===== src/rmt_pkg.sv =====
// Package for the ranked member table: transaction types, table entry type,
// command codes and the ranking compare. No dependencies.
package rmt_pkg;

    localparam logic CMD_UPSERT = 1'b0;
    localparam logic CMD_REMOVE = 1'b1;

    typedef struct packed {
        logic        command;
        logic [63:0] member_key;
        logic [15:0] member_weight;
        logic        member_active;
    } t_in_item;

    typedef struct packed {
        logic [4:0]  rank_after;
        logic [63:0] head_key;
        logic [63:0] second_key;
        logic [4:0]  member_total;
        logic        order_changed;
        logic [31:0] change_seq;
        logic        table_full;
    } t_out_item;

    // Classified command handed from the front to the back.
    typedef struct packed {
        logic        is_remove;
        logic [63:0] key;
        logic [15:0] weight;
        logic        active;
    } t_op;

    typedef struct packed {
        logic        active;
        logic [15:0] weight;
        logic [63:0] key;
    } t_entry;

    // True when entry a ranks strictly above entry b.
    function automatic logic ranks_above(input t_entry a, input t_entry b);
        logic r;
        if (a.active != b.active) begin
            r = a.active;
        end else if (a.weight != b.weight) begin
            r = (a.weight > b.weight);
        end else begin
            r = (a.key < b.key);
        end
        return r;
    endfunction

endpackage


===== src/rmt_ram.sv =====
// Generic single-write, single-read RAM with registered read data.
// No dependencies.
module rmt_ram #(
    parameter int WIDTH = 8,
    parameter int DEPTH = 16
) (
    input  logic                     i_clk,
    input  logic                     i_we,
    input  logic [$clog2(DEPTH)-1:0] i_waddr,
    input  logic [WIDTH-1:0]         i_wdata,
    input  logic [$clog2(DEPTH)-1:0] i_raddr,
    output logic [WIDTH-1:0]         o_rdata
);
    logic [WIDTH-1:0] r_mem [DEPTH];
    logic [WIDTH-1:0] r_rdata;

    always_ff @(posedge i_clk) begin
        if (i_we) begin
            r_mem[i_waddr] <= i_wdata;
        end
        r_rdata <= r_mem[i_raddr];
    end

    assign o_rdata = r_rdata;
endmodule


===== src/rmt_front.sv =====
// Front end of the ranked member table: two-entry command queue and command
// decode. Depends on rmt_pkg.
module rmt_front
    import rmt_pkg::*;
(
    input  logic     i_clk,
    input  logic     i_rst_n,
    input  logic     i_in_valid,
    output logic     o_in_ready,
    input  t_in_item i_in_item,
    output logic     o_op_valid,
    input  logic     i_op_ready,
    output t_op      o_op
);
    t_in_item   r_q [2];
    logic       r_wr_ptr, r_rd_ptr;
    logic [1:0] r_fill;
    logic       w_push, w_pop;
    t_in_item   w_head;

    assign o_in_ready = (r_fill != 2'd2);
    assign o_op_valid = (r_fill != 2'd0);
    assign w_push     = i_in_valid && o_in_ready;
    assign w_pop      = o_op_valid && i_op_ready;
    assign w_head     = r_q[r_rd_ptr];

    always_ff @(posedge i_clk) begin
        if (!i_rst_n) begin
            r_wr_ptr <= 1'b0;
            r_rd_ptr <= 1'b0;
            r_fill   <= 2'd0;
        end else begin
            if (w_push) begin
                r_wr_ptr <= ~r_wr_ptr;
            end
            if (w_pop) begin
                r_rd_ptr <= ~r_rd_ptr;
            end
            if (w_push && !w_pop) begin
                r_fill <= r_fill + 2'd1;
            end else if (w_pop && !w_push) begin
                r_fill <= r_fill - 2'd1;
            end
        end
    end

    always_ff @(posedge i_clk) begin
        if (w_push) begin
            r_q[r_wr_ptr] <= i_in_item;
        end
    end

    always_comb begin
        o_op.key    = w_head.member_key;
        o_op.weight = w_head.member_weight;
        o_op.active = w_head.member_active;
        unique case (w_head.command)
            CMD_REMOVE: o_op.is_remove = 1'b1;
            default:    o_op.is_remove = 1'b0;
        endcase
    end
endmodule


===== src/rmt_back.sv =====
// Back end of the ranked member table: sequencer that searches, shifts and
// places entries in the table RAM and forms the result. Depends on rmt_pkg
// and rmt_ram.
module rmt_back
    import rmt_pkg::*;
#(
    parameter int ENTRIES = 16
) (
    input  logic      i_clk,
    input  logic      i_rst_n,
    input  logic      i_op_valid,
    output logic      o_op_ready,
    input  t_op       i_op,
    output logic      o_out_valid,
    input  logic      i_out_ready,
    output t_out_item o_out_item
);
    localparam int IW = $clog2(ENTRIES);
    localparam int CW = $clog2(ENTRIES + 1);
    localparam int EW = $bits(t_entry);

    typedef enum logic [11:0] {
        S_IDLE     = 12'b000000000001,
        S_SCAN_RD  = 12'b000000000010,
        S_SCAN_CHK = 12'b000000000100,
        S_MISS     = 12'b000000001000,
        S_NEXT_RD  = 12'b000000010000,
        S_NEXT_CHK = 12'b000000100000,
        S_GAP_RD   = 12'b000001000000,
        S_GAP_WR   = 12'b000010000000,
        S_PLACE_RD = 12'b000100000000,
        S_PLACE_CHK= 12'b001000000000,
        S_HEAD_RD  = 12'b010000000000,
        S_SEC_RD   = 12'b100000000000
    } t_state;

    t_state    r_state, n_state;
    logic      r_sec_chk, n_sec_chk;
    logic      r_done, n_done;
    t_op       r_op, n_op;
    logic [CW-1:0] r_i, n_i, r_found, n_found, r_j, n_j, r_count, n_count, r_rank, n_rank;
    t_entry    r_prev, n_prev;
    logic      r_changed, n_changed, r_full, n_full;
    logic [31:0] r_seq, n_seq;
    logic [63:0] r_head, n_head, r_second, n_second;
    logic      r_out_valid, n_out_valid;
    t_out_item r_out, n_out;

    logic          ram_we;
    logic [IW-1:0] ram_waddr, ram_raddr;
    t_entry        ram_wdata, ram_q;
    logic [EW-1:0] ram_q_bits;
    t_entry        w_new;
    logic [CW-1:0] w_i_inc, w_found_inc, w_j_inc, w_j_dec;
    logic          w_load;

    rmt_ram #(.WIDTH(EW), .DEPTH(ENTRIES)) u_ram (
        .i_clk  (i_clk),
        .i_we   (ram_we),
        .i_waddr(ram_waddr),
        .i_wdata(ram_wdata),
        .i_raddr(ram_raddr),
        .o_rdata(ram_q_bits)
    );

    assign ram_q       = t_entry'(ram_q_bits);
    assign w_new       = '{active: r_op.active, weight: r_op.weight, key: r_op.key};
    assign w_i_inc     = CW'(r_i + 1'b1);
    assign w_found_inc = CW'(r_found + 1'b1);
    assign w_j_inc     = CW'(r_j + 1'b1);
    assign w_j_dec     = CW'(r_j - 1'b1);
    assign w_load      = r_done && (!r_out_valid || i_out_ready);
    assign o_op_ready  = (r_state == S_IDLE) && !r_sec_chk && !r_done;
    assign o_out_valid = r_out_valid;
    assign o_out_item  = r_out;

    always_comb begin
        n_state = r_state;  n_sec_chk = 1'b0;  n_done = r_done;
        n_op = r_op;  n_i = r_i;  n_found = r_found;  n_j = r_j;
        n_count = r_count;  n_rank = r_rank;  n_prev = r_prev;
        n_changed = r_changed;  n_full = r_full;  n_seq = r_seq;
        n_head = r_head;  n_second = r_second;
        n_out_valid = r_out_valid;  n_out = r_out;
        ram_we = 1'b0;  ram_waddr = '0;  ram_wdata = w_new;  ram_raddr = '0;

        if (r_sec_chk) begin
            n_second = (r_count > CW'(1)) ? ram_q.key : 64'd0;
            n_done   = 1'b1;
        end

        unique case (r_state)
            S_IDLE: begin
                if (i_op_valid && o_op_ready) begin
                    n_op      = i_op;
                    n_changed = 1'b0;
                    n_full    = 1'b0;
                    n_rank    = '0;
                    n_i       = '0;
                    n_state   = (r_count == '0) ? S_MISS : S_SCAN_RD;
                end
            end
            S_SCAN_RD: begin
                ram_raddr = r_i[IW-1:0];
                n_state   = S_SCAN_CHK;
            end
            S_SCAN_CHK: begin
                if (ram_q.key == r_op.key) begin
                    n_found = r_i;
                    n_state = S_NEXT_RD;
                end else begin
                    n_prev  = ram_q;
                    n_i     = w_i_inc;
                    n_state = (w_i_inc == r_count) ? S_MISS : S_SCAN_RD;
                end
            end
            S_MISS: begin
                if (r_op.is_remove) begin
                    n_state = S_HEAD_RD;
                end else if (r_count == CW'(ENTRIES)) begin
                    n_full  = 1'b1;
                    n_state = S_HEAD_RD;
                end else begin
                    n_j       = r_count;
                    n_count   = CW'(r_count + 1'b1);
                    n_changed = 1'b1;
                    n_state   = S_PLACE_RD;
                end
            end
            S_NEXT_RD: begin
                ram_raddr = w_found_inc[IW-1:0];
                n_j       = r_found;
                n_state   = r_op.is_remove ? S_GAP_RD : S_NEXT_CHK;
            end
            S_NEXT_CHK: begin
                if ((r_found == '0 || ranks_above(r_prev, w_new)) &&
                    (w_found_inc == r_count || ranks_above(w_new, ram_q))) begin
                    ram_we    = 1'b1;
                    ram_waddr = r_found[IW-1:0];
                    n_rank    = w_found_inc;
                    n_state   = S_HEAD_RD;
                end else begin
                    n_state = S_GAP_RD;
                end
            end
            S_GAP_RD: begin
                if (w_j_inc == r_count) begin
                    n_changed = 1'b1;
                    if (r_op.is_remove) begin
                        n_count = CW'(r_count - 1'b1);
                        n_state = S_HEAD_RD;
                    end else begin
                        n_j     = CW'(r_count - 1'b1);
                        n_state = S_PLACE_RD;
                    end
                end else begin
                    ram_raddr = w_j_inc[IW-1:0];
                    n_state   = S_GAP_WR;
                end
            end
            S_GAP_WR: begin
                ram_we    = 1'b1;
                ram_waddr = r_j[IW-1:0];
                ram_wdata = ram_q;
                n_j       = w_j_inc;
                n_state   = S_GAP_RD;
            end
            S_PLACE_RD: begin
                if (r_j == '0) begin
                    ram_we    = 1'b1;
                    ram_waddr = '0;
                    n_rank    = CW'(1);
                    n_state   = S_HEAD_RD;
                end else begin
                    ram_raddr = w_j_dec[IW-1:0];
                    n_state   = S_PLACE_CHK;
                end
            end
            S_PLACE_CHK: begin
                ram_we    = 1'b1;
                ram_waddr = r_j[IW-1:0];
                if (ranks_above(ram_q, w_new)) begin
                    n_rank  = w_j_inc;
                    n_state = S_HEAD_RD;
                end else begin
                    ram_wdata = ram_q;
                    n_j       = w_j_dec;
                    n_state   = S_PLACE_RD;
                end
            end
            S_HEAD_RD: begin
                ram_raddr = '0;
                n_state   = S_SEC_RD;
            end
            S_SEC_RD: begin
                n_head    = (r_count != '0) ? ram_q.key : 64'd0;
                ram_raddr = IW'(1);
                n_sec_chk = 1'b1;
                n_state   = S_IDLE;
            end
            default: n_state = S_IDLE;
        endcase

        if (r_out_valid && i_out_ready) begin
            n_out_valid = 1'b0;
        end
        if (w_load) begin
            n_seq               = r_seq + {31'd0, r_changed};
            n_out.rank_after    = 5'(r_rank);
            n_out.head_key      = r_head;
            n_out.second_key    = r_second;
            n_out.member_total  = 5'(r_count);
            n_out.order_changed = r_changed;
            n_out.change_seq    = n_seq;
            n_out.table_full    = r_full;
            n_out_valid         = 1'b1;
            n_done              = 1'b0;
        end
    end

    always_ff @(posedge i_clk) begin
        if (!i_rst_n) begin
            r_state     <= S_IDLE;
            r_sec_chk   <= 1'b0;
            r_done      <= 1'b0;
            r_count     <= '0;
            r_seq       <= '0;
            r_out_valid <= 1'b0;
        end else begin
            r_state     <= n_state;
            r_sec_chk   <= n_sec_chk;
            r_done      <= n_done;
            r_count     <= n_count;
            r_seq       <= n_seq;
            r_out_valid <= n_out_valid;
        end
    end

    always_ff @(posedge i_clk) begin
        r_op      <= n_op;
        r_i       <= n_i;
        r_found   <= n_found;
        r_j       <= n_j;
        r_rank    <= n_rank;
        r_prev    <= n_prev;
        r_changed <= n_changed;
        r_full    <= n_full;
        r_head    <= n_head;
        r_second  <= n_second;
        r_out     <= n_out;
    end

    a_count_bound: assert property (@(posedge i_clk) disable iff (!i_rst_n)
        r_count <= CW'(ENTRIES))
        else $error("member count exceeds table size");

    a_full_no_change: assert property (@(posedge i_clk) disable iff (!i_rst_n)
        (r_done && r_full) |-> !r_changed)
        else $error("dropped insert marked as a change");

    a_seq_step: assert property (@(posedge i_clk) disable iff (!i_rst_n)
        (w_load && r_changed) |=> (r_seq == $past(r_seq) + 32'd1))
        else $error("change counter did not advance");

    a_idle_accept: assert property (@(posedge i_clk) disable iff (!i_rst_n)
        (i_op_valid && o_op_ready) |=> (r_state == S_SCAN_RD || r_state == S_MISS))
        else $error("accepted command did not start a search");
endmodule


===== src/ranked_member_table.sv =====
// Top level of the ranked member table: command front end and table back end.
// Depends on rmt_pkg, rmt_front, rmt_back and rmt_ram.
//
//  Channel   Valid        Ready        Payload       Direction
//  input     i_in_valid   o_in_ready   i_in_item     into the block
//  output    o_out_valid  i_out_ready  o_out_item    out of the block
//
// Each transaction takes one pass of the table sequencer through the single
// read port of the table RAM: a search of up to N entries, a gap close of up
// to N entries, a placement of up to N entries, and a fetch of the two
// leading keys. A search, a gap close and a placement together never cover
// more than two passes over the table with N members present.
// Reset is synchronous and active low; it empties the table and clears the
// change counter at once, with no clearing pass.
// A two-entry queue takes new commands while the back end works, and the
// result register holds a finished result while the next command runs.
module ranked_member_table
    import rmt_pkg::*;
#(
    parameter int ENTRIES = 16
) (
    input  logic      i_clk,
    input  logic      i_rst_n,
    input  logic      i_in_valid,
    output logic      o_in_ready,
    input  t_in_item  i_in_item,
    output logic      o_out_valid,
    input  logic      i_out_ready,
    output t_out_item o_out_item
);
    // Decoded commands flow from the queue to the sequencer.
    logic w_op_valid, w_op_ready;
    t_op  w_op;

    rmt_front u_front (
        .i_clk     (i_clk),
        .i_rst_n   (i_rst_n),
        .i_in_valid(i_in_valid),
        .o_in_ready(o_in_ready),
        .i_in_item (i_in_item),
        .o_op_valid(w_op_valid),
        .i_op_ready(w_op_ready),
        .o_op      (w_op)
    );

    // The back end owns the table RAM, the member count and the counter.
    rmt_back #(.ENTRIES(ENTRIES)) u_back (
        .i_clk      (i_clk),
        .i_rst_n    (i_rst_n),
        .i_op_valid (w_op_valid),
        .o_op_ready (w_op_ready),
        .i_op       (w_op),
        .o_out_valid(o_out_valid),
        .i_out_ready(i_out_ready),
        .o_out_item (o_out_item)
    );
endmodule

===== config.mk =====
export PLATFORM = sky130hd
export DESIGN_NAME = ranked_member_table
export DESIGN_NICKNAME = d
export VERILOG_FILES = /design/src/rmt_pkg.sv /design/src/rmt_ram.sv /design/src/rmt_front.sv /design/src/rmt_back.sv /design/src/ranked_member_table.sv
export SDC_FILE = /design/constraint.sdc
export NUM_CORES = 2
export LEC_CHECK = 0
export BUFFER_PORTS_ARGS = -buffer_cell sky130_fd_sc_hd__buf_2
export CORE_AREA = 8 8 516 518
export DETAILED_ROUTE_END_ITERATION = 16
export DIE_AREA = 0 0 524 526
export SYNTH_ARGS = -nofsm -noshare
export SYNTH_HDL_FRONTEND = slang
export SYNTH_SLANG_ARGS = --single-unit

===== constraint.sdc =====
create_clock -name i_clk -period 8.65 [get_ports i_clk]
set_clock_uncertainty 0.15 [all_clocks]
set_input_delay 0.865 -clock i_clk [delete_from_list [all_inputs] [get_ports i_clk]]
set_output_delay 0.865 -clock i_clk [all_outputs]
set_load 0.02 [all_outputs]

==> impl_summary.log <==
[metrics] Antenna Violating Nets Remaining: 0
[metrics] Syn-to-layout area delta: 15.5%
[metrics] standby leakage power: 32.7 nW
[metrics] final critical-path required period: 7.07 ns
[metrics] first-pass GRT wire length: 306000 um
[metrics] startpoint of the most critical hold path: i_in_item[78]
[metrics] clock root buffer: sky130_fd_sc_hd__clkbuf_16
[metrics] TritonCTS clock tree: done
[metrics] count of state elements after synthesis: 2083
[metrics] Worst setup EP type: flip-flop
[metrics] synthesized area divided by synthesized cell count: 15.1 um^2
[metrics] number of nets at the end of the flow: 5981
[metrics] sequential-to-total area share from yosys stat: 74.6%
[metrics] final sum of negative setup slack: 0 ns
[metrics] path depth of the worst reg2reg path: 11
[metrics] number of clock buffers inserted by TritonCTS: 201
[metrics] worst slew pin tran: between 1 and 1.5 ns
[metrics] YS warnings: 0
[metrics] DRT iter0 DRCs: 4465
[metrics] main flop type after synthesis: sky130_fd_sc_hd__edfxtp_1
[metrics] boundary pin count: 260
[metrics] GRT overflow: 0
[metrics] final slew viol count: 0
[metrics] Max clock buf depth: 3
[metrics] number of rows created at floorplan: 187
[metrics] number of port buffers: roughly 260
[metrics] overall power: 24.7 mW
[metrics] Final Wtd Congestion: between 0.8 and 0.9
[metrics] final hold violations: 0
[metrics] violated checks: max-capacitance violations
[metrics] Post-synth EDFFs: 1945
[metrics] Detailed Routing Iterations Pass 1: 6
[metrics] end point of the worst hold path: u_front.r_q[0][78]$_DFFE_PP_
[metrics] DIE AREA: 276000 um^2
[metrics] max-cap violations: 1
[metrics] startpoint of the worst-slack reg-to-reg timing path: u_back.r_op[11]$_DFFE_PP_
[metrics] share of the cycle needed by the critical path after routing: 81.7%
[metrics] setup repair after global routing missed its margin: no
[metrics] Num Clock Sinks: 2083
[metrics] vias per inst: approximately 5
[metrics] nature of the critical path startpoint: flip-flop
[metrics] syn nets: between 5000 and 6000
[metrics] CTS clock-pin slew for the worst setup and hold paths: ~0.060 ns
[metrics] share of synthesized registers carrying an async set or reset: 0%
[metrics] hold crit path type: primary input to flip-flop
[metrics] post-cts sizing count: 0
[metrics] routed via count: 45600
[metrics] Routed WL: 211000 um
[metrics] reg-to-reg critical path endpoint: u_back.u_ram.r_mem[5][30]$_DFFE_PP_
[metrics] residual DRC count: 0
[metrics] Initial Util: around a third
[metrics] worst hold stages: 1
[metrics] top achievable clock speed: about 0.14 GHz
[metrics] maximum number of pins on one net before global-route repair: approximately 160
[metrics] placeable core region: 258000 um^2
[metrics] Arr. time, crit path: between 7 and 8 ns
[metrics] fillers: roughly 24000
[metrics] Max rail drop VDD: approximately 0.23 mV
[metrics] Mapped Area: 82000 um^2
[metrics] crit path max fanout: 17
[metrics] CP required: about 9 ns
[metrics] setup violators final: 0
[metrics] Power Density: 260 nW/um^2
[metrics] worst-skew pair later-pin latency: approximately 0.84 ns
[metrics] routed len/inst: 22.7 um
[metrics] Finished Core Util: 36.7%
[metrics] via count of the first global-routing pass: 45300
[metrics] smallest hold slack: 0.0720 ns
[metrics] number of cells produced by synthesis: 5415
[metrics] Clock H-tree levels: 4
[metrics] Max transition margin: less than 1%
[metrics] register-to-register setup slack: 1.58 ns
[metrics] count of cell types in the netlist: 78
[metrics] run status: finished, violations left
[metrics] proportion of layout cells with a drive suffix above 1: 13.4%
[metrics] most common cell after layout, fill and taps aside: sky130_fd_sc_hd__edfxtp_1
[metrics] height of the chip: 526 um
[metrics] category of the critical setup timing path: flip-flop to flip-flop
[metrics] die outline width: 524 um
[metrics] antenna violations before repair: 18
[metrics] placed wire-length estimate: between 100000 and 150000 um
[metrics] commonest cells after routing, fill and taps aside: sky130_fd_sc_hd__edfxtp_1, sky130_fd_sc_hd__nand2_1, sky130_fd_sc_hd__mux2i_1
[metrics] global routing usage summed across all routing layers: approximately 15%
final cells by class:
| type | count | area [um^2] | area share [%] |
|---|---|---|---|
| repair buffers | 357 | 2400 | 2.54 |
| multi-input cells | 2893 | 19300 | 20.4 |
| well taps | 3402 | 4260 | 4.50 |
| clock inverters | 96 | 1250 | 1.32 |
| diodes | 10 | 25.0 | 0.0264 |
| inverters | 189 | 719 | 0.760 |
| flip-flops and latches | 2083 | 61200 | 64.6 |
| clock buffers | 282 | 5510 | 5.82 |
flip-flops by register name, indices dropped and copies added (netlist names), 2 cells and up, named ones only:
register,cells
u_back.o_out_item,172
u_back.r_count,5
u_back.r_state,12
u_back.r_i,5
u_front.r_q,164
u_back.r_rank,5
u_back.r_second,64
u_back.u_ram.o_rdata,81
u_front.r_fill,2
u_back.r_j,5
u_back.r_seq,32
u_back.r_found,5
u_back.r_prev,81
u_back.r_head,64
u_back.u_ram.r_mem,1296
u_back.r_op,82
Yosys cell counts, drive strengths merged (4+ instances only):
| cell type | instances | area share, % |
|---|---|---|
| a22oi | 75 | 0.69 |
| ha | 170 | 2.6 |
| a211oi | 34 | 0.31 |
| and2 | 99 | 0.76 |
| nor2b | 12 | 0.092 |
| o221ai | 4 | 0.050 |
| nor2 | 361 | 1.7 |
| nor3 | 25 | 0.16 |
| mux2i | 434 | 5.3 |
| buf | 113 | 0.70 |
| o21ai | 120 | 0.74 |
| nand2 | 632 | 2.9 |
| o211ai | 13 | 0.12 |
| and3 | 28 | 0.21 |
| dfxtp | 138 | 3.4 |
| nand4 | 34 | 0.26 |
| or3 | 12 | 0.092 |
| nor4 | 15 | 0.16 |
| xnor2 | 40 | 0.43 |
| a221oi | 6 | 0.064 |
| inv | 189 | 0.87 |
| edfxtp | 1945 | 71 |
| nand3 | 269 | 1.6 |
| a21oi | 160 | 0.98 |
| o22ai | 5 | 0.038 |
| nand2b | 7 | 0.053 |
| nor3b | 14 | 0.13 |
| o221a | 14 | 0.19 |
| a32oi | 16 | 0.18 |
| a21o | 14 | 0.13 |
| mux2 | 84 | 1.2 |
| a41oi | 4 | 0.061 |
| o21a | 4 | 0.037 |
| clkbuf | 137 | 0.63 |
| o2111ai | 66 | 0.71 |
| a31oi | 28 | 0.21 |
| xor2 | 48 | 0.51 |
report_power, final:
part | internal [mW] | total [mW] | switching, mW
combinational | 0.835 | 3.09 | 2.25
clock | 5.16 | 8.96 | 3.79
sequential | 12.4 | 12.6 | 0.233
total | 18.4 | 24.7 | 6.28
through the flow:
stage / area, um^2 / worst slack (ns) / std cells
2_1_floorplan: 82000 / 1.09 / 5415
3_3_place_gp: 87600 / 1.71 / 8899
3_5_place_dp: 87600 / 1.62 / 8900
4_1_cts: 94600 / 1.58 / 9299
5_1_grt: 94700 / 1.35 / 9303
6_report: 94700 / 1.58 / 9312
worst max path at each step:
stage,from,end,slack [ns],depth (start not counted)
after global routing,u_back.r_op[11]$_DFFE_PP_,u_back.u_ram.r_mem[11][45]$_DFFE_PP_,1.35,11
after global placement,u_back.r_op[16]$_DFFE_PP_,u_back.u_ram.r_mem[11][45]$_DFFE_PP_,1.71,11
after detailed placement,u_back.r_op[15]$_DFFE_PP_,u_back.u_ram.r_mem[11][45]$_DFFE_PP_,1.62,11
final,u_back.r_op[11]$_DFFE_PP_,u_back.u_ram.r_mem[5][30]$_DFFE_PP_,1.58,11
after floorplan,u_back.r_op[12]$_DFFE_PP_,u_back.u_ram.r_mem[13][0]$_DFFE_PP_,1.09,11
after CTS,u_back.r_op[15]$_DFFE_PP_,u_back.u_ram.r_mem[9][36]$_DFFE_PP_,1.58,11
routing by layer:
metal | GRT usage, % | vias to the layer above | share of wire [%]
met2 | 24.9 | 1515 | 48
met3 | 2.28 | 324 | 6.2
met4 | 4.28 | 0 | 2.7
li1 | - | 20900 | -
met1 | 19.7 | 22900 | 43
met5 | 0 | - | 0
worst max-delay path: stages (launching register included):
cell                       delay [ns]
sky130_fd_sc_hd__edfxtp_1        0.39
sky130_fd_sc_hd__ha_1            0.33
sky130_fd_sc_hd__nand4_1         0.20
sky130_fd_sc_hd__nor4_2          1.07
sky130_fd_sc_hd__nor4b_1         0.29
sky130_fd_sc_hd__o21ai_0         0.35
sky130_fd_sc_hd__nor4_1          1.01
sky130_fd_sc_hd__a21oi_1         0.29
sky130_fd_sc_hd__nor4_4          0.61
sky130_fd_sc_hd__a41oi_2         0.43
sky130_fd_sc_hd__nor3_4          1.08
sky130_fd_sc_hd__buf_4           0.46
cell families after synthesis:
| logic type | count (synthesis) | synth area share (%) |
|---|---|---|
| AO/OA/AOI/OAI | 592 | 4.88 |
| XOR/XNOR | 90 | 0.995 |
| adder cells (fa/ha/maj) | 170 | 2.59 |
| buffers and inverters | 439 | 2.20 |
| flip-flops | 2083 | 74.6 |
| multiplexers | 518 | 6.45 |
| AND/OR/NAND/NOR | 1523 | 8.26 |
repair_timing:
action | in CTS | in global routing
hold buffers | 21 | 0
endpoints found under the hold margin | 39 | 0
buffers inserted | 0 | 0
Power figures use the tool's default switching activity.
